==> src/hdl/epc_pkg.sv <==
package epc_pkg;

   localparam int CHUNK_SLOTS_DEF = 4096;
   localparam int MAX_TERMS_DEF   = 7;
   localparam int GEN_BITS_DEF    = 16;

   localparam int CMD_W       = 2;
   localparam int TERM_W      = 3;
   localparam int RAW_W       = 24;
   localparam int POS_W       = 25;
   localparam int ADJ_W       = 26;
   localparam int DIFF_W      = 27;
   localparam int OFF_W       = 8;
   localparam int CNT_W       = 3;
   localparam int FREQ_W      = 16;
   localparam int CSR_IDX_W   = 3;
   localparam int REQ_DATA_W  = 32;
   localparam int QUEUE_DEPTH = 4;
   localparam int QCOUNT_W    = $clog2(QUEUE_DEPTH + 1);

   typedef logic        [TERM_W-1:0]    term_type;
   typedef logic        [CNT_W-1:0]     cnt_type;
   typedef logic        [RAW_W-1:0]     raw_type;
   typedef logic signed [OFF_W-1:0]     off_type;
   typedef logic signed [POS_W-1:0]     pos_type;
   typedef logic signed [ADJ_W-1:0]     adj_type;
   typedef logic signed [DIFF_W-1:0]    diff_type;
   typedef logic        [FREQ_W-1:0]    freq_type;
   typedef logic        [CSR_IDX_W-1:0] csr_idx_type;
   typedef logic        [QCOUNT_W-1:0]  qcount_type;

   typedef enum logic [CMD_W-1:0] {
      CMD_BEGIN_DOC   = 2'd0,
      CMD_BEGIN_CHUNK = 2'd1,
      CMD_TERM_POS    = 2'd2,
      CMD_END_DOC     = 2'd3
   } cmd_type;

   typedef enum logic [2:0] {
      OP_DOC_BEGIN,
      OP_WRAP,
      OP_MARK,
      OP_ADVANCE,
      OP_FINAL,
      OP_EMIT
   } op_kind_type;

   typedef enum logic {
      BK_RUN,
      BK_CLEAR
   } back_state_type;

   localparam csr_idx_type REG_NUM_TERMS = 3'd0;
   localparam term_type    MIN_TERMS     = 3'd2;

endpackage

==> src/hdl/epc_front.sv <==
module epc_front #(
   parameter  int CHUNK_SLOTS = epc_pkg::CHUNK_SLOTS_DEF,
   parameter  int MAX_TERMS   = epc_pkg::MAX_TERMS_DEF,
   parameter  int GEN_BITS    = epc_pkg::GEN_BITS_DEF,
   localparam int SLOT_W      = $clog2(CHUNK_SLOTS),
   localparam int OP_W        = $bits(epc_pkg::op_kind_type) + SLOT_W + GEN_BITS
                                + epc_pkg::TERM_W
) (
   input  logic                               clock,
   input  logic                               reset,
   input  logic                               req_tvalid,
   output logic                               req_tready,
   input  logic [epc_pkg::REQ_DATA_W-1:0]     req_tdata,
   input  logic [epc_pkg::CMD_W-1:0]          req_tuser,
   input  logic                               csr_valid,
   output logic                               csr_ready,
   input  logic [epc_pkg::CSR_IDX_W-1:0]      csr_index,
   input  logic [epc_pkg::OFF_W-1:0]          csr_data,
   input  logic [epc_pkg::QCOUNT_W-1:0]       q_count,
   input  logic                               init_busy,
   output logic                               push,
   output logic [OP_W-1:0]                    push_op
);

   localparam int TIDX_W = $clog2(MAX_TERMS);

   typedef struct packed {
      epc_pkg::op_kind_type kind;
      logic [SLOT_W-1:0]    slot;
      logic [GEN_BITS-1:0]  gen;
      epc_pkg::term_type    term;
   } op_type;

   // configuration
   epc_pkg::term_type num_terms_ff;
   epc_pkg::off_type  offs_ff [MAX_TERMS];

   // request register
   logic              f1_valid_ff;
   epc_pkg::cmd_type  f1_cmd_ff;
   epc_pkg::term_type f1_term_ff;
   epc_pkg::adj_type  f1_pos_ff;
   logic              f1_ok_ff;

   // document state
   epc_pkg::pos_type     base_ff, base_in;
   logic [GEN_BITS-1:0]  gen_ff, gen_in;
   logic [GEN_BITS-1:0]  gen_inc;
   epc_pkg::adj_type     last_ff [MAX_TERMS];
   epc_pkg::adj_type     last_in [MAX_TERMS];

   logic                 accept;
   epc_pkg::cmd_type     in_cmd;
   epc_pkg::term_type    in_term;
   epc_pkg::raw_type     in_raw;
   epc_pkg::off_type     off_sel;
   epc_pkg::adj_type     in_pos;
   epc_pkg::term_type    n_eff;
   epc_pkg::adj_type     last_sel;
   epc_pkg::diff_type    diff;
   logic                 newer;
   logic                 in_range;
   logic [TIDX_W-1:0]    f1_tix;
   op_type               op;

   assign csr_ready = 1'b1;

   // one slot held back for the request sitting in the request register
   assign req_tready = !init_busy
                       && (q_count <= epc_pkg::qcount_type'(epc_pkg::QUEUE_DEPTH - 2));
   assign accept     = req_tvalid && req_tready;

   assign in_cmd  = epc_pkg::cmd_type'(req_tuser);
   assign in_term = req_tdata[epc_pkg::TERM_W-1:0];
   assign in_raw  = req_tdata[epc_pkg::TERM_W +: epc_pkg::RAW_W];

   always_comb begin
      n_eff = (num_terms_ff < epc_pkg::MIN_TERMS) ? epc_pkg::MIN_TERMS : num_terms_ff;
      if (n_eff > epc_pkg::term_type'(MAX_TERMS)) begin
         n_eff = epc_pkg::term_type'(MAX_TERMS);
      end
   end

   // adjusted position can run past the top of the raw range with a positive offset
   always_comb begin
      off_sel = '0;
      if (in_term < epc_pkg::term_type'(MAX_TERMS)) begin
         off_sel = offs_ff[in_term[TIDX_W-1:0]];
      end
      in_pos = epc_pkg::adj_type'({2'b0, in_raw}) + epc_pkg::adj_type'(off_sel);
   end

   always_ff @(posedge clock) begin
      if (reset) begin
         num_terms_ff <= epc_pkg::MIN_TERMS;
         for (int i = 0; i < MAX_TERMS; i++) begin
            offs_ff[i] <= epc_pkg::off_type'(-i);
         end
      end else if (csr_valid) begin
         if (csr_index == epc_pkg::REG_NUM_TERMS) begin
            num_terms_ff <= csr_data[epc_pkg::TERM_W-1:0];
         end
         for (int i = 0; i < MAX_TERMS; i++) begin
            if (csr_index == epc_pkg::csr_idx_type'(i + 1)) begin
               offs_ff[i] <= csr_data;
            end
         end
      end
   end

   always_ff @(posedge clock) begin
      if (reset) begin
         f1_valid_ff <= 1'b0;
      end else begin
         f1_valid_ff <= accept;
      end
   end

   always_ff @(posedge clock) begin
      if (accept) begin
         f1_cmd_ff  <= in_cmd;
         f1_term_ff <= in_term;
         f1_pos_ff  <= in_pos;
         f1_ok_ff   <= (in_term < n_eff);
      end
   end

   // classify: dedupe against the term's last position, locate the slot
   assign f1_tix   = f1_term_ff[TIDX_W-1:0];
   assign last_sel = f1_ok_ff ? last_ff[f1_tix] : '0;
   assign newer    = (f1_pos_ff > last_sel);
   assign diff     = epc_pkg::diff_type'(f1_pos_ff) - epc_pkg::diff_type'(base_ff);
   assign in_range = !diff[epc_pkg::DIFF_W-1]
                     && (diff < epc_pkg::diff_type'(CHUNK_SLOTS));
   assign gen_inc  = gen_ff + 1'b1;

   always_comb begin
      base_in = base_ff;
      gen_in  = gen_ff;
      last_in = last_ff;
      push    = 1'b0;
      op.kind = epc_pkg::OP_EMIT;
      op.slot = diff[SLOT_W-1:0];
      op.gen  = gen_ff;
      op.term = f1_term_ff;
      if (f1_valid_ff) begin
         case (f1_cmd_ff)
            epc_pkg::CMD_BEGIN_DOC: begin
               base_in = epc_pkg::pos_type'(-CHUNK_SLOTS);
               for (int i = 0; i < MAX_TERMS; i++) begin
                  last_in[i] = '1;
               end
               push    = 1'b1;
               op.kind = epc_pkg::OP_DOC_BEGIN;
            end
            epc_pkg::CMD_BEGIN_CHUNK: begin
               base_in = base_ff + epc_pkg::pos_type'(CHUNK_SLOTS);
               if (gen_inc == '0) begin
                  // generation wrapped: back end sweeps the slot table
                  gen_in  = {{(GEN_BITS-1){1'b0}}, 1'b1};
                  push    = 1'b1;
                  op.kind = epc_pkg::OP_WRAP;
               end else begin
                  gen_in = gen_inc;
               end
            end
            epc_pkg::CMD_TERM_POS: begin
               if (f1_ok_ff && newer) begin
                  last_in[f1_tix] = f1_pos_ff;
                  if (in_range) begin
                     push = 1'b1;
                     if (f1_term_ff == '0) begin
                        op.kind = epc_pkg::OP_MARK;
                     end else if (f1_term_ff == n_eff - 1'b1) begin
                        op.kind = epc_pkg::OP_FINAL;
                     end else begin
                        op.kind = epc_pkg::OP_ADVANCE;
                     end
                  end
               end
            end
            epc_pkg::CMD_END_DOC: begin
               push    = 1'b1;
               op.kind = epc_pkg::OP_EMIT;
            end
            default: begin
               push = 1'b0;
            end
         endcase
      end
   end

   assign push_op = op;

   always_ff @(posedge clock) begin
      if (reset) begin
         base_ff <= '0;
         gen_ff  <= '0;
         for (int i = 0; i < MAX_TERMS; i++) begin
            last_ff[i] <= '1;
         end
      end else begin
         base_ff <= base_in;
         gen_ff  <= gen_in;
         last_ff <= last_in;
      end
   end

endmodule

==> config.mk <==
export PLATFORM = sky130hd
export DESIGN_NAME = epc_front
export DESIGN_NICKNAME = d
export VERILOG_FILES = /design/src/hdl/epc_pkg.sv /design/src/hdl/epc_front.sv
export SDC_FILE = /design/constraint.sdc
export NUM_CORES = 1
export LEC_CHECK = 0
export BUFFER_PORTS_ARGS = -buffer_cell sky130_fd_sc_hd__buf_2
export CORE_MARGIN = 4
export CORE_UTILIZATION = 55
export CTS_BUF_LIST = sky130_fd_sc_hd__clkbuf_4
export DETAILED_ROUTE_END_ITERATION = 10
export GPL_TIMING_DRIVEN = 0
export PLACE_DENSITY = 0.8
export RECOVER_POWER = 25
export SLEW_MARGIN = 20
export SYNTH_ARGS = -nofsm -noshare
export SYNTH_HDL_FRONTEND = slang
export SYNTH_SLANG_ARGS = --single-unit
==> constraint.sdc <==
create_clock -name clock -period 12.9 [get_ports clock]
set_input_delay 0 -clock clock [delete_from_list [all_inputs] [get_ports clock]]
set_output_delay 0 -clock clock [all_outputs]
set_load 0.005 [all_outputs]
# Word-level counts from Yosys, hierarchy flattened
# Memory sizes are Yosys's and may differ from the RTL's.
# Index checks and enable logic that the tools add are counted.
[op_classes] n_eq_ne=12 bitwise_logic=8 mux=63 n_addsub=5 n_lt_le_gt_ge=9 reduce_logical=18
[op_table] op="case mux 182 bit (2 select lines)" count=1
[op_table] op="bitwise mux 182 bit" count=1
[op_table] op="2-to-1 mux 182 bit" count=1
[op_table] op="2-to-1 mux 26 bit" count=4
[op_table] op="binary-select mux 26 bit (select 3 bit)" count=1
[op_table] op="demux 26 bit (select 3 bit)" count=1
[op_table] op="2-to-1 mux 8 bit" count=8
[op_table] op="case mux 25 bit (2 select lines)" count=1
[op_table] op="2-to-1 mux 1 bit" count=34
[op_table] op="< comparator 27 x 14 -> 1 bit, second input constant" count=1
[op_table] op="subtractor 26 x 25 -> 27 bit" count=1
[op_table] op="adder 25 x 8 -> 26 bit" count=1
[op_table] op="greater-than comparator 26 bit" count=1
[op_table] op="adder 25 x 14 -> 25 bit, second input constant" count=1
[op_table] op="2-to-1 mux 3 bit" count=8
[op_table] op="adder 16 x 1 -> 16 bit, second input constant" count=1
[op_table] op="logical NOT 16 bit" count=1
[op_table] op="2-to-1 mux 16 bit" count=1
[op_table] op="== test 3 bit, second input constant" count=4
[op_table] op="case mux 3 bit (4 select lines)" count=1
[op_table] op="bitwise OR 1 bit" count=7
[op_table] op="== test 3 x 2 -> 1 bit, second input constant" count=2
[op_table] op="logical NOT 3 bit" count=2
[op_table] op="AND reduction 2 bit" count=3
[op_table] op="21 further kinds" count=28
[word_totals] ff_bits=259 ramBits=56 memories=1 input_bits=53
[memory_table] name="offs_ff" depth=7 width=8 rd=1 rd_ports_with_merged_regs=0 wr=7 line="epc_front.sv:36" source="epc_pkg::off_type offs_ff [MAX_TERMS];"

# Logic depth before layout (Yosys ltp)
[depth] depth_word=12 mapped_depth=19 depth_no_buf=16

# Least setup slack after synthesis
# Ideal clock, no wire load.
[synth_timing] path_kind="reg2reg" startpoint="register f1_term_ff[1]" endpoint="register last_ff[42] in the netlist's numbering" path_slack_ps=7778 required_ps=12780 setup_ps=120 stages_incl_launch_ff=19 synth_period_minus_slack_ps=5122 arrival_time_ps=5002 cell_sequence="edfxtp_1 > clkbuf_1 > buf_1 > clkbuf_1 > clkbuf_1 > a22oi_1 > o22ai_1 > o21ai_0 > ha_1 > nand4_1 > or4_4 > o41a_1 > and4_2 > o21a_2 > nor3_4 > nor2_1 > buf_4 > buf_8 > a211o_2"
[synth_via] elab_chain_len=9
[synth_lines] item="start: declaration" line="epc_front.sv:41" source="epc_pkg::term_type f1_term_ff;"
[synth_lines] item="start signal: assignment" line="epc_front.sv:122" source="f1_term_ff <= in_term;"
[synth_lines] item="inverter 3 -> 4 bit (implied by the code) (*)" line="epc_front.sv:130, epc_front.sv:169"
[synth_lines] item="binary-select mux 26 bit (select 3 bit)" line="epc_front.sv:130" source="assign last_sel = f1_ok_ff ? last_ff[f1_tix] : '0;"
[synth_lines] item="2-to-1 mux 26 bit (implied by the code) (2 in a row)" line="epc_front.sv:130"
[synth_lines] item="2-to-1 mux 26 bit" line="epc_front.sv:130"
[synth_lines] item="greater-than comparator 26 bit" line="epc_front.sv:131" source="assign newer = (f1_pos_ff > last_sel);"
[synth_lines] item="logical AND 1 bit" line="epc_front.sv:168" source="if (f1_ok_ff && newer) begin"
[synth_lines] item="inequality test 2 bit (no line)"
[synth_lines] item="AND reduction 3 bit (no line)"
[synth_lines] item="end signal: assignment" line="epc_front.sv:205" source="last_ff <= last_in;"
[synth_lines] item="end: declaration" line="epc_front.sv:49" source="epc_pkg::adj_type last_ff [MAX_TERMS];"
# Every way passes the cells marked *; elsewhere a longest branch is shown, timed or not. The select of a mux whose other input is x is not followed.
# A chain may end at the register's enable or synchronous reset.

# Worst setup path in the final report
[layout_timing] startpoint="register f1_term_ff[1]" endpoint="output port push_op[32]"
[layout_via] elab_chain_len=10
[layout_lines] item="inverter 3 -> 4 bit (implied by the code)" line="epc_front.sv:130"
[layout_lines] item="binary-select mux 26 bit (select 3 bit)" line="epc_front.sv:130"
[layout_lines] item="2-to-1 mux 26 bit (implied by the code) (2 in a row)" line="epc_front.sv:130"
[layout_lines] item="2-to-1 mux 26 bit" line="epc_front.sv:130"
[layout_lines] item="greater-than comparator 26 bit" line="epc_front.sv:131"
[layout_lines] item="logical AND 1 bit" line="epc_front.sv:168"
[layout_lines] item="2-to-1 mux 3 bit (*)" line="epc_front.sv:168"
[layout_lines] item="case mux 3 bit (4 select lines) (*)" line="epc_front.sv:147" source="case (f1_cmd_ff)"
[layout_lines] item="2-to-1 mux 3 bit (*)" line="epc_front.sv:146" source="if (f1_valid_ff) begin"
[layout_lines] item="end: declaration" line="epc_front.sv:22" source="output logic [OP_W-1:0] push_op"
# Marked as above.

==> run_results.csv <==
group,metric,value,unit
run_status,status,"finished, violations left",
run_status,failed_checks,"capacitance limit, slew limit",
final_layout,stdcell_count,2383,
routing,wl_per_cell,22.1,um
timing,worst_hold_slack,0.0669,ns
setup_path,ff2ff_setup_slack,5.60,ns
clock_network,path_clk_slew,0.08,ns
synthesis,synth-simple-area-share,18.6,%
synthesis,yosysUniqueCellTypes,83,
clock_network,clk_latency,0.73,ns
floorplan,die_w,183,um
floorplan,die_h,183,um
grt,grt_pass1_vias,14900,
timing,rsz0062_at_grt,"false",
synthesis,synth_top_area_cell,"dfxtp_1",
clock_network,cts_tree,"yes",
clock_network,post_cts_buffers,0,
clock_network,cts_resized,0,
synthesis,ys_seq_area_share,41.3,%
floorplan,fp.coreArea,29900,um2
final_layout,syn_to_final_growth,15.0,%
worst_hold_path,worstHoldEndpoint,"f1_pos_ff[6]",
clock_network,htreeDepth,3,
synthesis,yosysTopAreaCellShare,25.6,%
routing,routed_wl,52700,um
clock_network,cts_buffer_depth,3,
synthesis,synthAdderAreaFrac,5.70,%
routing,postRouteAntennaNets,0,
timing,timing.final.crit_share,56.9,%
placement,hpwl,35400,um
floorplan,dieArea,33400,um2
synthesis,syn_area,16800,um2
setup_path,crit_fanout,10,
synthesis,synthMuxAreaShare,7.19,%
clock_network,clock-sinks,303,
synthesis,syn_nets,1838,
final_layout,regArea,6950,um2
placement,gp_congestion,0.907,
clock_network,root_buffer,"clkbuf_4",
flow_run,maxCapViolations,1,
routing,vias_per_cell,6.30,
routing,initialDrtViolationCount,1630,
routing,vias,15000,
synthesis,synthCells,1709,
timing,tightest_slew,2.24,ns
timing,finalHoldViolations,0,
synthesis,synthXorXnorAreaFrac,2.81,%
synthesis,synthTopCellsByArea,"dfxtp_1, edfxtp_1, a211o_1, nor2b_1, ha_1",
setup_path,timing_worst_setup_path_type,"reg -> out",
timing,setup_viol,0,
clock_network,hold_buffers,60,
routing,drc,0,
final_layout,drive_above_1_share,15.6,%
synthesis,yosys_register_bits,303,
clock_network,cts_buffers,81,
synthesis,synth_warnings,0,
floorplan,start_util,56.3,%
pwr,power.total,2.24,mW
timing,fin_setup_tns,0,ns
worst_hold_path,hold_path_depth,5,
grt,grt_max_degree,34,
setup_path,path_delay_family,"buffers and inverters",
grt,overflow,0,
routing,drt_pass1_iterations,7,
setup_path,cp-end-kind,"primary output",
setup_path,cp_slowest_cell,"buf_1",
synthesis,synth_top_family_by_area,"compound AO/OA/AOI/OAI gates",
final_layout,nFillCells,2322,
worst_hold_path,min_path_type,"in -> reg",
synthesis,synth_edf_count,88,
timing,clock_skew,0.0944,ns
setup_path,cp_cell_sequence,"clkbuf_1 -> buf_1 -> clkbuf_1 -> clkbuf_1 -> a22oi_1 -> o22ai_1 -> o21ai_0 -> ha_1 -> nand4_1 -> or4_4 -> o31ai_1 -> o21a_1 -> o21ai_0 -> or4_1 -> nor3_1 -> buf_2",
setup_path,reg2reg_from,"f1_term_ff[1]",
pwr,peakVddDrop,109,uV
setup_path,worstPathRequired,12.90,ns
final_layout,multi_input_area,9110,um2
pwr,cellLeakagePower,6.91,nW
setup_path,cpPeakStageDelay,0.72,ns
synthesis,syn_area_per_cell,9.83,um2
grt,antenna_found_initial,2,
placement,place_inst,2179,
timing,relSlewSlack,-49.7,%
pwr,p_per_area,116,nW/um2
synthesis,synth_flop_cell,"dfxtp_1",
setup_path,reg2reg_to,"last_ff[48]",
final_layout,fin_nets,2061,
placement,io_buffer_count,80,
setup_path,cp_num_buf_inv,5,
setup_path,setup.worst_path.start_class,"flop",
timing,period_minus_slack,7.35,ns
timing,fmax,136,MHz
floorplan,ios,90,
grt,grt_pass1_wl,81100,um
grt,grt_use_total,30.6,%
floorplan,fp-row-count,63,
synthesis,synth_compound_area_share,19.8,%
worst_hold_path,hold_path.startpoint,"req_tdata[8]",
synthesis,synth-async-reset-ratio,0,%
setup_path,arrival,7.35,ns
setup_path,cpMostUsedCell,"clkbuf_1",
timing,finalMaxSlewViolations,34,
setup_path,ff2ff_path_depth,17,
==> sequential cells by signal, summed over array words and instances, names as in the netlist <==
name / count
last_ff: 182
offs_ff: 56
f1_pos_ff: 26
gen_ff: 16
base_ff: 13
f1_term_ff: 3
num_terms_ff: 3
f1_cmd_ff: 2
f1_ok_ff: 1
f1_valid_ff: 1
==> worst max-delay path by stage <==
stage / end / startpoint / slack (ns) / depth (start not counted)
6_report: push_op[32] / f1_term_ff[1] / 5.55 / 16
5_1_grt: push_op[32] / f1_term_ff[1] / 5.30 / 16
4_1_cts: push_op[32] / f1_term_ff[1] / 5.77 / 16
3_5_place_dp: last_ff[48] / f1_term_ff[1] / 5.96 / 17
3_3_place_gp: last_ff[44] / f1_term_ff[1] / 5.96 / 17
2_1_floorplan: last_ff[42] / f1_term_ff[1] / 7.78 / 18
==> per-layer routing <==
metal	up-vias	GRT usage, %	share of wire (%)
li1	6764	-	-
met3	219	6.37	9.4
met1	7141	38.0	39
met5	-	0	0
met2	889	51.0	47
met4	0	15.0	5.2
==> cell usage after synthesis, types with 5 or more instances <==
library cell / number
buf_2: 15
ha_1: 75
buf_6: 5
buf_4: 6
nor3b_1: 6
clkbuf_1: 79
mux2_2: 32
edfxtp_1: 88
o31ai_1: 11
dfxtp_1: 215
mux2i_1: 33
mux4_2: 23
o22ai_1: 14
or4_1: 7
xnor2_1: 41
a211o_2: 14
nor2_1: 98
buf_1: 6
and3_1: 16
xor2_1: 13
a22oi_1: 20
nand2b_1: 33
and2_1: 10
o21bai_1: 5
o21a_1: 12
nand2_1: 97
nor2b_1: 193
a21oi_1: 75
and2b_1: 5
a211o_1: 171
or3_1: 12
o211ai_1: 7
a31oi_1: 7
nor3_1: 22
a21o_1: 11
o21ai_0: 55
nand3_1: 22
inv_1: 48
nor4_1: 7
a211oi_1: 7
nand4_1: 16
or2_2: 5
==> final cells by class <==
cell class | count | share of cell area [%]
inverters | 48 | 0.932
well taps | 390 | 2.52
plain buffers | 117 | 2.91
clock inverters | 21 | 0.757
clock buffers | 121 | 4.70
flip-flops and latches | 303 | 35.9
diodes | 2 | 0.0259
repair buffers | 140 | 5.07
multi-input cells | 1241 | 47.1
==> logic make-up (layout without fill, tap and decap cells) <==
logic type | after synthesis | count (layout)
adders and majority gates | 76 | 76
AOI/OAI and AO/OA | 448 | 448
and+or+nand+nor | 573 | 573
buffers and inverters | 165 | 447
other | 2 | 4
muxes | 88 | 88
xor gates and xnor gates | 54 | 54
DFF | 303 | 303
==> worst reg2reg max path: cells and delay by family, from the launching register on <==
family / cells / cell delay [ns]
and+or+nand+nor: 5 / 1.65
AOI/OAI and AO/OA: 6 / 1.50
buffers and inverters: 5 / 3.05
DFF: 1 / 0.50
adders and majority gates: 1 / 0.45
==> placed cells by master, fill, tap and decap left out, drive strengths merged, types with 23 or more instances in the layout <==
master,instances
nor2b,193
xnor2,41
clkbuf,223
a21oi,78
nor2,98
o21ai,56
ha,75
mux4,23
a211o,185
mux2i,33
buf,92
edfxtp,88
nand2,97
nand2b,33
dlygate4sd3,61
dfxtp,215
mux2,32
inv,50
nor3,23
==> power by group <==
| group | internal (mW) | leakage, nW | switching (mW) |
|---|---|---|---|
| Combinational | 0.138 | 3.70 | 0.188 |
| Clock | 0.469 | 0.624 | 0.413 |
| Sequential | 1.01 | 2.59 | 0.0165 |
==> stage by stage <==
step / cell area (um2) / setup slack, ns / utilization [%]
6_report: 19300 / 5.55 / 64.7
4_1_cts: 19400 / 5.77 / 64.8
5_1_grt: 19300 / 5.30 / 64.7
2_1_floorplan: 16800 / 7.78 / -
3_3_place_gp: 17700 / 5.96 / 59.2
3_5_place_dp: 17700 / 5.96 / 59.2
No activity file was read; power rests on OpenSTA's default activity.
