`src/hdl/epc_pkg.sv`:
```
package epc_pkg;

   localparam int CHUNK_SLOTS_DEF = 4096;
   localparam int MAX_TERMS_DEF   = 7;
   localparam int GEN_BITS_DEF    = 16;

   localparam int CMD_W       = 2;
   localparam int TERM_W      = 3;
   localparam int RAW_W       = 24;
   localparam int POS_W       = 25;
   localparam int ADJ_W       = 26;
   localparam int DIFF_W      = 27;
   localparam int OFF_W       = 8;
   localparam int CNT_W       = 3;
   localparam int FREQ_W      = 16;
   localparam int CSR_IDX_W   = 3;
   localparam int REQ_DATA_W  = 32;
   localparam int QUEUE_DEPTH = 4;
   localparam int QCOUNT_W    = $clog2(QUEUE_DEPTH + 1);

   typedef logic        [TERM_W-1:0]    term_type;
   typedef logic        [CNT_W-1:0]     cnt_type;
   typedef logic        [RAW_W-1:0]     raw_type;
   typedef logic signed [OFF_W-1:0]     off_type;
   typedef logic signed [POS_W-1:0]     pos_type;
   typedef logic signed [ADJ_W-1:0]     adj_type;
   typedef logic signed [DIFF_W-1:0]    diff_type;
   typedef logic        [FREQ_W-1:0]    freq_type;
   typedef logic        [CSR_IDX_W-1:0] csr_idx_type;
   typedef logic        [QCOUNT_W-1:0]  qcount_type;

   typedef enum logic [CMD_W-1:0] {
      CMD_BEGIN_DOC   = 2'd0,
      CMD_BEGIN_CHUNK = 2'd1,
      CMD_TERM_POS    = 2'd2,
      CMD_END_DOC     = 2'd3
   } cmd_type;

   typedef enum logic [2:0] {
      OP_DOC_BEGIN,
      OP_WRAP,
      OP_MARK,
      OP_ADVANCE,
      OP_FINAL,
      OP_EMIT
   } op_kind_type;

   typedef enum logic {
      BK_RUN,
      BK_CLEAR
   } back_state_type;

   localparam csr_idx_type REG_NUM_TERMS = 3'd0;
   localparam term_type    MIN_TERMS     = 3'd2;

endpackage

```
`src/hdl/epc_queue.sv`:
```
module epc_queue #(
   parameter int W = 8
) (
   input  logic                          clock,
   input  logic                          reset,
   input  logic                          push,
   input  logic [W-1:0]                  push_data,
   input  logic                          pop,
   output logic [W-1:0]                  pop_data,
   output logic                          empty,
   output logic [epc_pkg::QCOUNT_W-1:0] count
);

   localparam int PTR_W = $clog2(epc_pkg::QUEUE_DEPTH);

   logic [W-1:0]                  entry_ff [epc_pkg::QUEUE_DEPTH];
   logic [PTR_W-1:0]              wr_ptr_ff, wr_ptr_in;
   logic [PTR_W-1:0]              rd_ptr_ff, rd_ptr_in;
   logic [epc_pkg::QCOUNT_W-1:0] count_ff, count_in;

   always_comb begin
      wr_ptr_in = push ? wr_ptr_ff + 1'b1 : wr_ptr_ff;
      rd_ptr_in = pop ? rd_ptr_ff + 1'b1 : rd_ptr_ff;
      count_in  = count_ff;
      if (push && !pop) begin
         count_in = count_ff + 1'b1;
      end else if (pop && !push) begin
         count_in = count_ff - 1'b1;
      end
   end

   always_ff @(posedge clock) begin
      if (reset) begin
         wr_ptr_ff <= '0;
         rd_ptr_ff <= '0;
         count_ff  <= '0;
      end else begin
         wr_ptr_ff <= wr_ptr_in;
         rd_ptr_ff <= rd_ptr_in;
         count_ff  <= count_in;
      end
   end

   always_ff @(posedge clock) begin
      if (push) begin
         entry_ff[wr_ptr_ff] <= push_data;
      end
   end

   assign pop_data = entry_ff[rd_ptr_ff];
   assign empty    = (count_ff == '0);
   assign count    = count_ff;

endmodule

```
`config.mk`:
```
export PLATFORM = sky130hd
export DESIGN_NAME = epc_queue
export DESIGN_NICKNAME = d
export VERILOG_FILES = /design/src/hdl/epc_pkg.sv /design/src/hdl/epc_queue.sv
export SDC_FILE = /design/constraint.sdc
export NUM_CORES = 1
export LEC_CHECK = 0
export BUFFER_PORTS_ARGS = -buffer_cell sky130_fd_sc_hd__buf_2
export CAP_MARGIN = 10
export CORE_UTILIZATION = 45
export DETAILED_ROUTE_END_ITERATION = 7
export GPL_TIMING_DRIVEN = 0
export PLACE_DENSITY = 0.73
export SYNTH_ARGS = -nofsm -noshare
export SYNTH_HDL_FRONTEND = slang
export SYNTH_SLANG_ARGS = --single-unit
export TNS_END_PERCENT = 100
```
`constraint.sdc`:
```
create_clock -name clock -period 2.1 [get_ports clock]
set_input_delay 0.315 -clock clock [delete_from_list [all_inputs] [get_ports clock]]
set_output_delay 0.315 -clock clock [all_outputs]
set_load 0.03 [all_outputs]
```
# == Word level (Yosys, flattened, before mapping) ==
# Memory sizes are Yosys's and may differ from the RTL's. A register that Yosys moved wholly into a read port is not among the register bits.
# Cells that the tools add are included.
# classes
add_sub_neg,4
n_mux,6
reduce_logical,6
# ops
op,count
two-way mux 3 bit,2
"adder 2 x 1 -> 2 bit, second input constant",2
two-way mux 2 bit,2
"adder 3 x 1 -> 3 bit, second input constant",1
logical NOT 3 bit,1
"subtractor 3 x 1 -> 3 bit, second input constant",1
logical AND 1 bit,2
logical NOT 1 bit,2
two-way mux 1 bit,2
nonzero test 2 bit,1
# word_totals
reg_bits,7
ram_bits,32
input_bits,12
output_inout_bits,12
elab_cells,20
memories,1
# mem_list
name,depth,word_bits,read_ports,rd_ports_with_merged_regs,wr,line,source
entry_ff,4,8,1,1,1,epc_queue.sv:16,logic [W-1:0] entry_ff [epc_pkg::QUEUE_DEPTH];

# == Longest topological paths before layout ==
# Gate-level depths: netlist (run 1).
# depth
ltp_word,4
ltp_mapped,7
ltp_nobuf,7

# == Worst setup path after synthesis (run 1) ==
# No wires, ideal clock.
# synth_path
kind,input -> register
start,input port pop
end,"register count_ff, in the netlist count[2]"
arrival_ns,1.505
required_ns,2.030
slack_ns,0.525
cell_stages,7
n_path_buf,0
path_cell_list,inv_1 ha_1 inv_1 fa_1 xor2_1 or3_1 a21oi_1
# synth_between
elab_chain_len,3
elab_cells_between_ends,5
# synth_lines
item,line,source
"start, declared",epc_queue.sv:8,"input logic pop,"
logical NOT 1 bit,epc_queue.sv:25,if (push && !pop) begin
logical AND 1 bit,epc_queue.sv:25,
two-way mux 3 bit or nonzero test 2 bit (tied branches),n/a,
"end signal, assigned",epc_queue.sv:40,count_ff <= count_in;
"end, declared",epc_queue.sv:19,"logic [epc_pkg::QCOUNT_W-1:0] count_ff, count_in;"
# Several ways; a longest one is shown, not always the timed one.
# A chain may end at the register's enable or synchronous reset.

==> results.yml, run 1 <==
layout:
  layout-drive-gt1-share_pct: 33.04
  utilization_pct: 53.84
  fill_cells: 291
  n_antenna_cell: 0
  multi_input_area_sq_um: 402.9
  final_net_count: 132
  syn2layout_area_growth_pct: 13.79
  regArea_sq_um: 1141
detailed_routing:
  drt.antenna.violating_nets: 0
  wl_per_cell_um: 14.66
  first_iter_violations: 24
  vias_per_cell: 4.801
  wl_um: 2361
  drtPass1Iterations: 4
  dr_total_vias: 773
  drc: 0
timing:
  fmax_mhz: 537.0
  fin_ws_ps: 237.6
  setup_viol: 0
  rsz0062_at_grt: "no"
  worst_hold_slack_ps: 187.1
  fin_worst_skew_ps: 10.81
  worst_slew_pin_slew_ps: 428.1
  final_hold_viol_count: 0
  finalCriticalPeriod_ps: 1862
  slew_headroom_pct: 71.46
  min_period_over_period_pct: 88.68
  final_max_slew_viol_count: 0
  fin_tns_setup_ps: 0
yosys:
  postSynthNetCount: 103
  synth_commonest_cells: "edfxtp_1 (32), dfxtp_1 (9), mux4_2 (8), nor2_1 (7), ha_1 (5)"
  yosys_register_bits: 41
  syn_area_sq_um: 1579
  synth_most_common_cell: "edfxtp_1"
  ys_top_cells_by_area: "edfxtp_1 (61%), dfxtp_1 (11%), mux4_2 (11%)"
  async_flop_share_pct: 0
  synth_edf_count: 32
  synth_warnings: 0
  syn_avg_cell_area_sq_um: 18.58
  synth_area_leader_cell: "edfxtp_1"
  yosys.area.top_type_share_pct: 60.86
  synth_seq_area_share_pct: 72.27
  syn_inst: 85
  ys_types: 19
  ys.flop_type: "edfxtp_1"
clocking:
  cts-htree-levels: 2
  cts_setup_buffers: 0
  cts-resized-gates: 0
  cts_root_buffer: "clkbuf_4"
  clock-sinks: 41
  hold_buffers: 0
  clk_latency_ps: 340
  numCtsBuffers: 5
  cts_tree: "built"
  clkTransAtPathRegs_ps: 120
  clockBufferDepth: 2
worst_setup_path:
  critical_path.max_fanout: 8
  cp.arrival_ps: 1550
  worst_ep_required_time_ps: 1780
  end_kind: "primary output"
  ff2ff_setup_slack_ps: 620
  crit_path_start_kind: "flop"
  worst-setup-path-type: "reg2out"
die:
  rows: 21
  die_area_sq_um: 3750
  coreArea_sq_um: 3337
  ios: 24
  dieWidth_um: 61.24
  fp.dieH_um: 61.24
  initial_utilization_pct: 47.32
min_path:
  hold_class: "in2reg"
global_routing:
  grt_overflow: 0
  top_usage_layer: "met2"
  grt_util_met2_pct: 25.78
  grt_start_max_net_pins: 13
  gr-usage-all-layers_pct: 15.23
  first_global_vias: 773
  grtUsageMet1_pct: 16.38
  grt_pass1_wl_um: 3712
  met3_usage_pct: 6.933
  antenna_found_initial: 0
power:
  seqPwrFrac_pct: 60.2
  p_int_mw: 1.153
  p_switching_mw: 0.4264
  irDropWorstVdd_mv: 0.4843
  p_leak_nw: 0.6642
  p_comb_share_pct: 17.5
  power.density_nw_per_um2: 879.2
  power.share.clock_pct: 22.3
  p_sw_share_pct: 26.99
job:
  drv_cap: 0
placed_design:
  pre_cts_ws_ps: 304.2
  port_buffers: 22
  routabilityCongestion: 0.6503
run_status:
  status: "complete, no violations"
==> flip-flops by register name (all words and copies together), names as in the netlist, named ones only <==
signal and flops:
entry_ff 32, count 3, rd_ptr_ff 2, wr_ptr_ff 2
==> per-layer routing <==
metal	part of all wire [%]	up-vias
met5	0	-
met1	41	374
met3	6.6	2
met2	52	24
met4	0.80	0
li1	-	373
==> worst paths after layout <==
| kind | endpoint | from | cells past startpoint |
|---|---|---|---|
| hold reg to reg | count[2] | count[2] | 2 |
| setup / recovery | pop_data[6] | flop | 3 |
| setup reg to reg | count[2] | count[0] | 4 |
| hold / removal | entry_ff[3][0] | push_data[0] | 1 |
==> cells in the final DEF, fill, tap and decap left out <==
cell type | netlist | final
edfxtp_1 | 32 | 32
buf_2 | 0 | 22
dfxtp_1 | 9 | 9
mux4_2 | 8 | 8
nor2_1 | 7 | 7
ha_1 | 5 | 5
clkbuf_4 | 0 | 5
inv_1 | 4 | 4
and2_1 | 4 | 4
xor2_1 | 3 | 3
xnor2_1 | 2 | 2
mux2i_1 | 2 | 2
clkinv_1 | 0 | 2
buf_6 | 1 | 1
clkbuf_2 | 1 | 1
nor3_1 | 1 | 1
clkbuf_1 | 1 | 1
nand2_1 | 1 | 1
o21ai_0 | 1 | 1
or3_1 | 1 | 1
a21oi_1 | 1 | 1
fa_1 | 1 | 1
clkinv_2 | 0 | 1
==> metrics by stage <==
step,cells,instance area (sq um),power [mW]
2_1_floorplan,85,1579,1.170
3_3_place_gp,153,1747,1.243
3_5_place_dp,153,1747,1.252
4_1_cts,161,1797,1.605
5_1_grt,161,1797,1.668
6_report,161,1797,1.580
==> critical path: stages (launching register included) <==
cell and delay [ps]:
dfxtp_1 340, buf_6 160, mux4_2 520, buf_2 190
==> layout make-up <==
cell class	instances	area share [%]
Multi-Input combinational cell	37	22.42
Timing Repair Buffer	22	6.128
Inverter	4	0.8357
Sequential cell	41	63.51
Clock buffer	5	2.089
Buffer	3	1.114
Tap cell	46	3.203
Clock inverter	3	0.6964
==> cells by family after synthesis <==
kind of cell	after synthesis	share of synthesized area, %
AO/OA/AOI/OAI	2	0.6333
XOR/XNOR	5	2.774
adder cells (fa/ha/maj)	6	5.230
buffers and inverters	7	2.218
flip-flops	41	72.27
multiplexers	10	12.68
AND/OR/NAND/NOR	14	4.199
==> power by group through the flow <==
stage	Clock (mW)	Combinational (mW)	Sequential [mW]
2_1_floorplan	0	0.185	0.985
3_3_place_gp	0	0.277	0.966
3_5_place_dp	0	0.282	0.970
4_1_cts	0.370	0.283	0.952
5_1_grt	0.407	0.304	0.957
6_report	0.353	0.277	0.950
Power figures use the tool's default switching activity.
==> run 2: changes to the inputs <==
Settings changed: CELL_PAD_IN_SITES_DETAIL_PLACEMENT set to 0, CELL_PAD_IN_SITES_GLOBAL_PLACEMENT set to 1, PLACE_DENSITY 0.73 to 0.82.
==> run 2 against run 1 <==
Register-to-register slack is essentially flat. First-iteration DRC count shrank 38%. Worst setup slack lost 10 ps. Clock power grew 2%. Critical path depth is the same. Hold slack lost 2.8 ps. Combinational power is essentially flat. Die area is the same. Cell area grew 0.28%. Largest cell class unchanged. Highest routed layer unchanged.
==> results.yml, run 2 (synthesized netlist as in run 1, its figures left out) <==
run_status:
  status: "complete, no violations"
layout:
  layout_commonest_cell: "edfxtp_1"
  n_antenna_cell: 0
  final_cell_mix: "edfxtp_1 (32), buf_2 (22), dfxtp_1 (9)"
  syn2layout_area_growth_pct: 14.10
  final_net_count: 132
  largest-register: "entry_ff"
  final_cell_area_sq_um: 1802
  largest_reg_flops: 32
  layout-drive-gt1-share_pct: 34.78
die:
  ios: 24
  dieWidth_um: 61.24
  coreArea_sq_um: 3337
  rows: 21
  die_area_sq_um: 3750
  initial_utilization_pct: 47.32
  fp.dieH_um: 61.24
detailed_routing:
  first_iter_violations: 15
  drt.antenna.violating_nets: 0
  wl_um: 2215
  dr_total_vias: 770
  drc: 0
  vias_per_cell: 4.783
  wl_per_cell_um: 13.76
  drtPass1Iterations: 4
clocking:
  clock-sinks: 41
  cts_root_buffer: "clkbuf_4"
  cts_setup_buffers: 0
  cts-htree-levels: 2
  numCtsBuffers: 5
  cts_tree: "built"
  clockBufferDepth: 2
  clkTransAtPathRegs_ps: 120
  hold_buffers: 0
  cts-resized-gates: 0
  clk_latency_ps: 340
power:
  irDropWorstVdd_mv: 0.4637
  power.density_nw_per_um2: 881.9
  p_leak_nw: 0.6651
worst_setup_path:
  worst_ep_required_time_ps: 1780
  slowest_stage: "mux4_2"
  crit_path_start_kind: "flop"
  critical_path.max_fanout: 8
  end_kind: "primary output"
  worst-setup-path-type: "reg2out"
  max_stage_delay_ps: 520
  crit_chain: "buf_6 > mux4_2 > buf_2"
  cp.arrival_ps: 1560
timing:
  rsz0062_at_grt: "no"
  fmax_mhz: 534.1
  min_period_over_period_pct: 89.16
  fin_tns_setup_ps: 0
  slew_headroom_pct: 71.71
  final_max_slew_viol_count: 0
  setup_viol: 0
  fin_worst_skew_ps: 10.75
  worst_slew_pin_slew_ps: 424.4
  fin_ws_ps: 227.6
  final_hold_viol_count: 0
  finalCriticalPeriod_ps: 1872
global_routing:
  grt_start_max_net_pins: 14
  grt_overflow: 0
  antenna_found_initial: 0
  grt_pass1_wl_um: 3567
  first_global_vias: 752
  gr-usage-all-layers_pct: 14.80
placed_design:
  port_buffers: 22
  dp_hpwl_um: 1570
  pre_cts_ws_ps: 304.3
  place_area_sq_um: 1747
  routabilityCongestion: 0.6933
min_path:
  hold_class: "in2reg"
job:
  drv_cap: 0
run 2: final cells by class:
| class | instances | area, sq um |
|---|---|---|
| Buffer | 3 | 20.02 |
| Clock buffer | 5 | 37.54 |
| Clock inverter | 3 | 17.52 |
| Fill cell | 287 | 1535 |
| Inverter | 4 | 15.01 |
| Multi-Input combinational cell | 37 | 402.9 |
| Sequential cell | 41 | 1141 |
| Tap cell | 46 | 57.56 |
| Timing Repair Buffer | 22 | 110.1 |
run 2: worst paths after layout:
path	to	slack, ps	cells past startpoint	startpoint
worst min-delay path	entry_ff[1][7]	180	1	push_data[7]
worst max-delay path	pop_data[2]	230	3	flop
worst max register to register	count[2]	630	4	count[0]
worst min register to register	count[2]	520	2	count[2]
run 2: stage by stage:
| step | hold WS [ps] | total power [mW] | instances | util [%] |
|---|---|---|---|---|
| 6_report | 184.3 | 1.589 | 161 | 53.99 |
| 5_1_grt | 158.6 | 1.678 | 161 | 53.99 |
| 4_1_cts | 158.5 | 1.618 | 161 | 53.99 |
| 3_5_place_dp | 505.1 | 1.252 | 153 | 52.34 |
| 3_3_place_gp | 483.9 | 1.241 | 153 | 52.34 |
| 2_1_floorplan | 413.9 | 1.170 | 85 | - |
run 2: critical path: cells and delay by family, from the launching register on:
family   cells  cell delay (ps)
flops        1              340
mux          1              520
buf+inv      2              350
run 2: where the power goes:
part | internal (mW) | switching [mW] | leakage (nW)
logic | 0.107 | 0.171 | 0.266
clock network | 0.126 | 0.235 | 0.0310
registers | 0.926 | 0.0244 | 0.368
total | 1.16 | 0.430 | 0.665
run 2: layer usage:
metal	up-vias	track usage, %	wire, um
met5	-	0	0
met4	0	8.766	40
met3	4	5.882	131
met2	28	23.91	1131
met1	365	16.60	912
li1	373	-	-
==> run 3: changes to the inputs <==
--- a/config.mk
+++ b/config.mk
@@ -8,10 +8,11 @@
 export BUFFER_PORTS_ARGS = -buffer_cell sky130_fd_sc_hd__buf_2
 export CAP_MARGIN = 10
-export CELL_PAD_IN_SITES_DETAIL_PLACEMENT = 0
-export CELL_PAD_IN_SITES_GLOBAL_PLACEMENT = 1
-export CORE_UTILIZATION = 45
+export CELL_PAD_IN_SITES_DETAIL_PLACEMENT = 1
+export CELL_PAD_IN_SITES_GLOBAL_PLACEMENT = 2
+export CORE_UTILIZATION = 40
 export DETAILED_ROUTE_END_ITERATION = 7
 export GPL_TIMING_DRIVEN = 0
-export PLACE_DENSITY = 0.82
+export HOLD_SLACK_MARGIN = 0.1
+export PLACE_DENSITY = 0.83
 export SYNTH_ARGS = -nofsm -noshare
 export SYNTH_HDL_FRONTEND = slang
==> constraint.sdc (replaced) <==
create_clock -name clock -period 2.1 [get_ports clock]
set_input_delay 0.315 -clock clock [delete_from_list [all_inputs] [get_ports clock]]
set_output_delay 0.315 -clock clock [all_outputs]
set_load 0.005 [all_outputs]
==> run 3 against run 2 <==
Routed wire length rose by 21%. Global-route usage rose by 0.23 points. Critical path depth did not move. Combinational power fell by 25%. Clock power rose by 33%. Largest power group unchanged.
==> results.yml, run 3 (synthesized netlist as in run 1, its figures left out) <==
timing:
  final_max_slew_viol_count: 0
  rsz0062_at_grt: "no"
  fin_tns_setup_ps: 0
  min_period_over_period_pct: 84.86
  worst_slew_pin_slew_ps: 439.5
  final_hold_viol_count: 0
  fin_worst_skew_ps: 4.097
  slew_headroom_pct: 70.70
  setup_viol: 0
  finalCriticalPeriod_ps: 1782
  fmax_mhz: 561.2
  worst_hold_slack_ps: 243.5
min_path:
  hold_class: "in2reg"
global_routing:
  grt_start_max_net_pins: 13
  antenna_found_initial: 0
  grt_overflow: 0
  first_global_vias: 853
  gr-usage-all-layers_pct: 15.03
  grt_pass1_wl_um: 4340
run_status:
  status: "complete, no violations"
power:
  irDropWorstVdd_mv: 0.4835
  power.density_nw_per_um2: 895.8
  p_leak_nw: 0.6791
  p_sw_share_pct: 23.10
  p_comb_share_pct: 12.6
  p_switching_mw: 0.3791
  power.share.clock_pct: 29.3
  seqPwrFrac_pct: 58.1
  p_int_mw: 1.262
placed_design:
  port_buffers: 22
  routabilityCongestion: 0.6839
  dp_hpwl_um: 1852
worst_setup_path:
  crit_chain: "buf_6 > mux4_2 > buf_2"
  critical_path.max_fanout: 8
  slowest_stage: "mux4_2"
  worst_ep_required_time_ps: 1780
  crit_path_start_kind: "flop"
  cp_num_buf_inv: 2
  worst-setup-path-type: "reg2out"
  crit_family: "multiplexers"
  max_stage_delay_ps: 530
  end_kind: "primary output"
  cp.arrival_ps: 1470
layout:
  final_net_count: 132
  largest_reg_flops: 32
  layout_commonest_cell: "edfxtp_1"
  layout-drive-gt1-share_pct: 33.91
  n_antenna_cell: 0
  final_cell_mix: "edfxtp_1 (32), buf_2 (22), dfxtp_1 (9)"
  syn2layout_area_growth_pct: 16.01
  largest-register: "entry_ff"
clocking:
  clockBufferDepth: 2
  cts-htree-levels: 2
  cts_setup_buffers: 0
  hold_buffers: 0
  cts-resized-gates: 0
  cts_tree: "built"
  cts_root_buffer: "clkbuf_8"
  clock-sinks: 41
  clkTransAtPathRegs_ps: 70
  numCtsBuffers: 5
  clk_latency_ps: 290
detailed_routing:
  wl_um: 2671
  dr_total_vias: 818
  first_iter_violations: 12
  vias_per_cell: 5.018
  drt.antenna.violating_nets: 0
  wl_per_cell_um: 16.39
  drc: 0
  drtPass1Iterations: 2
die:
  coreArea_sq_um: 3716
  fp.dieH_um: 64.83
  die_area_sq_um: 4203
  initial_utilization_pct: 42.49
  ios: 24
  rows: 22
  dieWidth_um: 64.83
job:
  drv_cap: 0
==> run 3: cell types whose count changed in the layout (fill, tap and decap cells not counted) <==
cell        previous run  this run
clkbuf_1               1         2
clkbuf_4               5         0
clkinvlp_4             1         0
clkbuf_8               0         5
==> run 3: worst paths after layout <==
kind,startpoint,end,slack [ps],cells past startpoint
worst min register to register,count[2],count[2],540,2
worst max-delay path,flop,pop_data[1],320,3
worst min-delay path,push_data[6],entry_ff[1][6],240,1
worst max register to register,count[0],count[2],560,4
==> run 3: cell type report <==
| type | count | area [sq um] |
|---|---|---|
| buffer | 3 | 20.02 |
| clock buffer | 6 | 72.57 |
| clock inverter | 2 | 10.01 |
| fill | 388 | 1884 |
| inverter | 4 | 15.01 |
| multi-input combinational | 37 | 402.9 |
| sequential | 41 | 1141 |
| tap | 48 | 60.06 |
| timing repair buffer | 22 | 110.1 |
==> run 3: metal layers <==
metal	vias to the layer above	GRT usage, %	share of wire [%]
li1	372	-	-
met1	421	17.74	41
met2	19	23.83	52
met3	6	5.458	4.8
met4	0	8.056	1.9
met5	-	0	0
==> run 3: power by group through the flow <==
stage	logic (mW)	clock network (mW)	registers (mW)
2_1_floorplan	0.125	0	0.966
3_3_place_gp	0.197	0	0.967
3_5_place_dp	0.211	0	0.971
4_1_cts	0.213	0.497	0.954
5_1_grt	0.230	0.532	0.959
6_report	0.207	0.481	0.953
==> run 3: worst reg2reg max path, delay by kind of cell, from the launching register on <==
family	cells	cell delay [ps]
compound gates	1	160
xor+xnor	1	180
fa+ha+maj	1	440
flops	1	360
simple gates	1	320
==> run 3: through the flow <==
step           cells  area (sq um)  power (mW)  util [%]  setup WS (ps)
3_5_place_dp     155          1749       1.182     47.07          255.4
3_3_place_gp     155          1749       1.164     47.07          345.5
2_1_floorplan     85          1579       1.091         -          524.8
5_1_grt          163          1832       1.721     49.29          256.7
6_report         163          1832       1.641     49.29          318.0
4_1_cts          163          1832       1.664     49.29          284.4
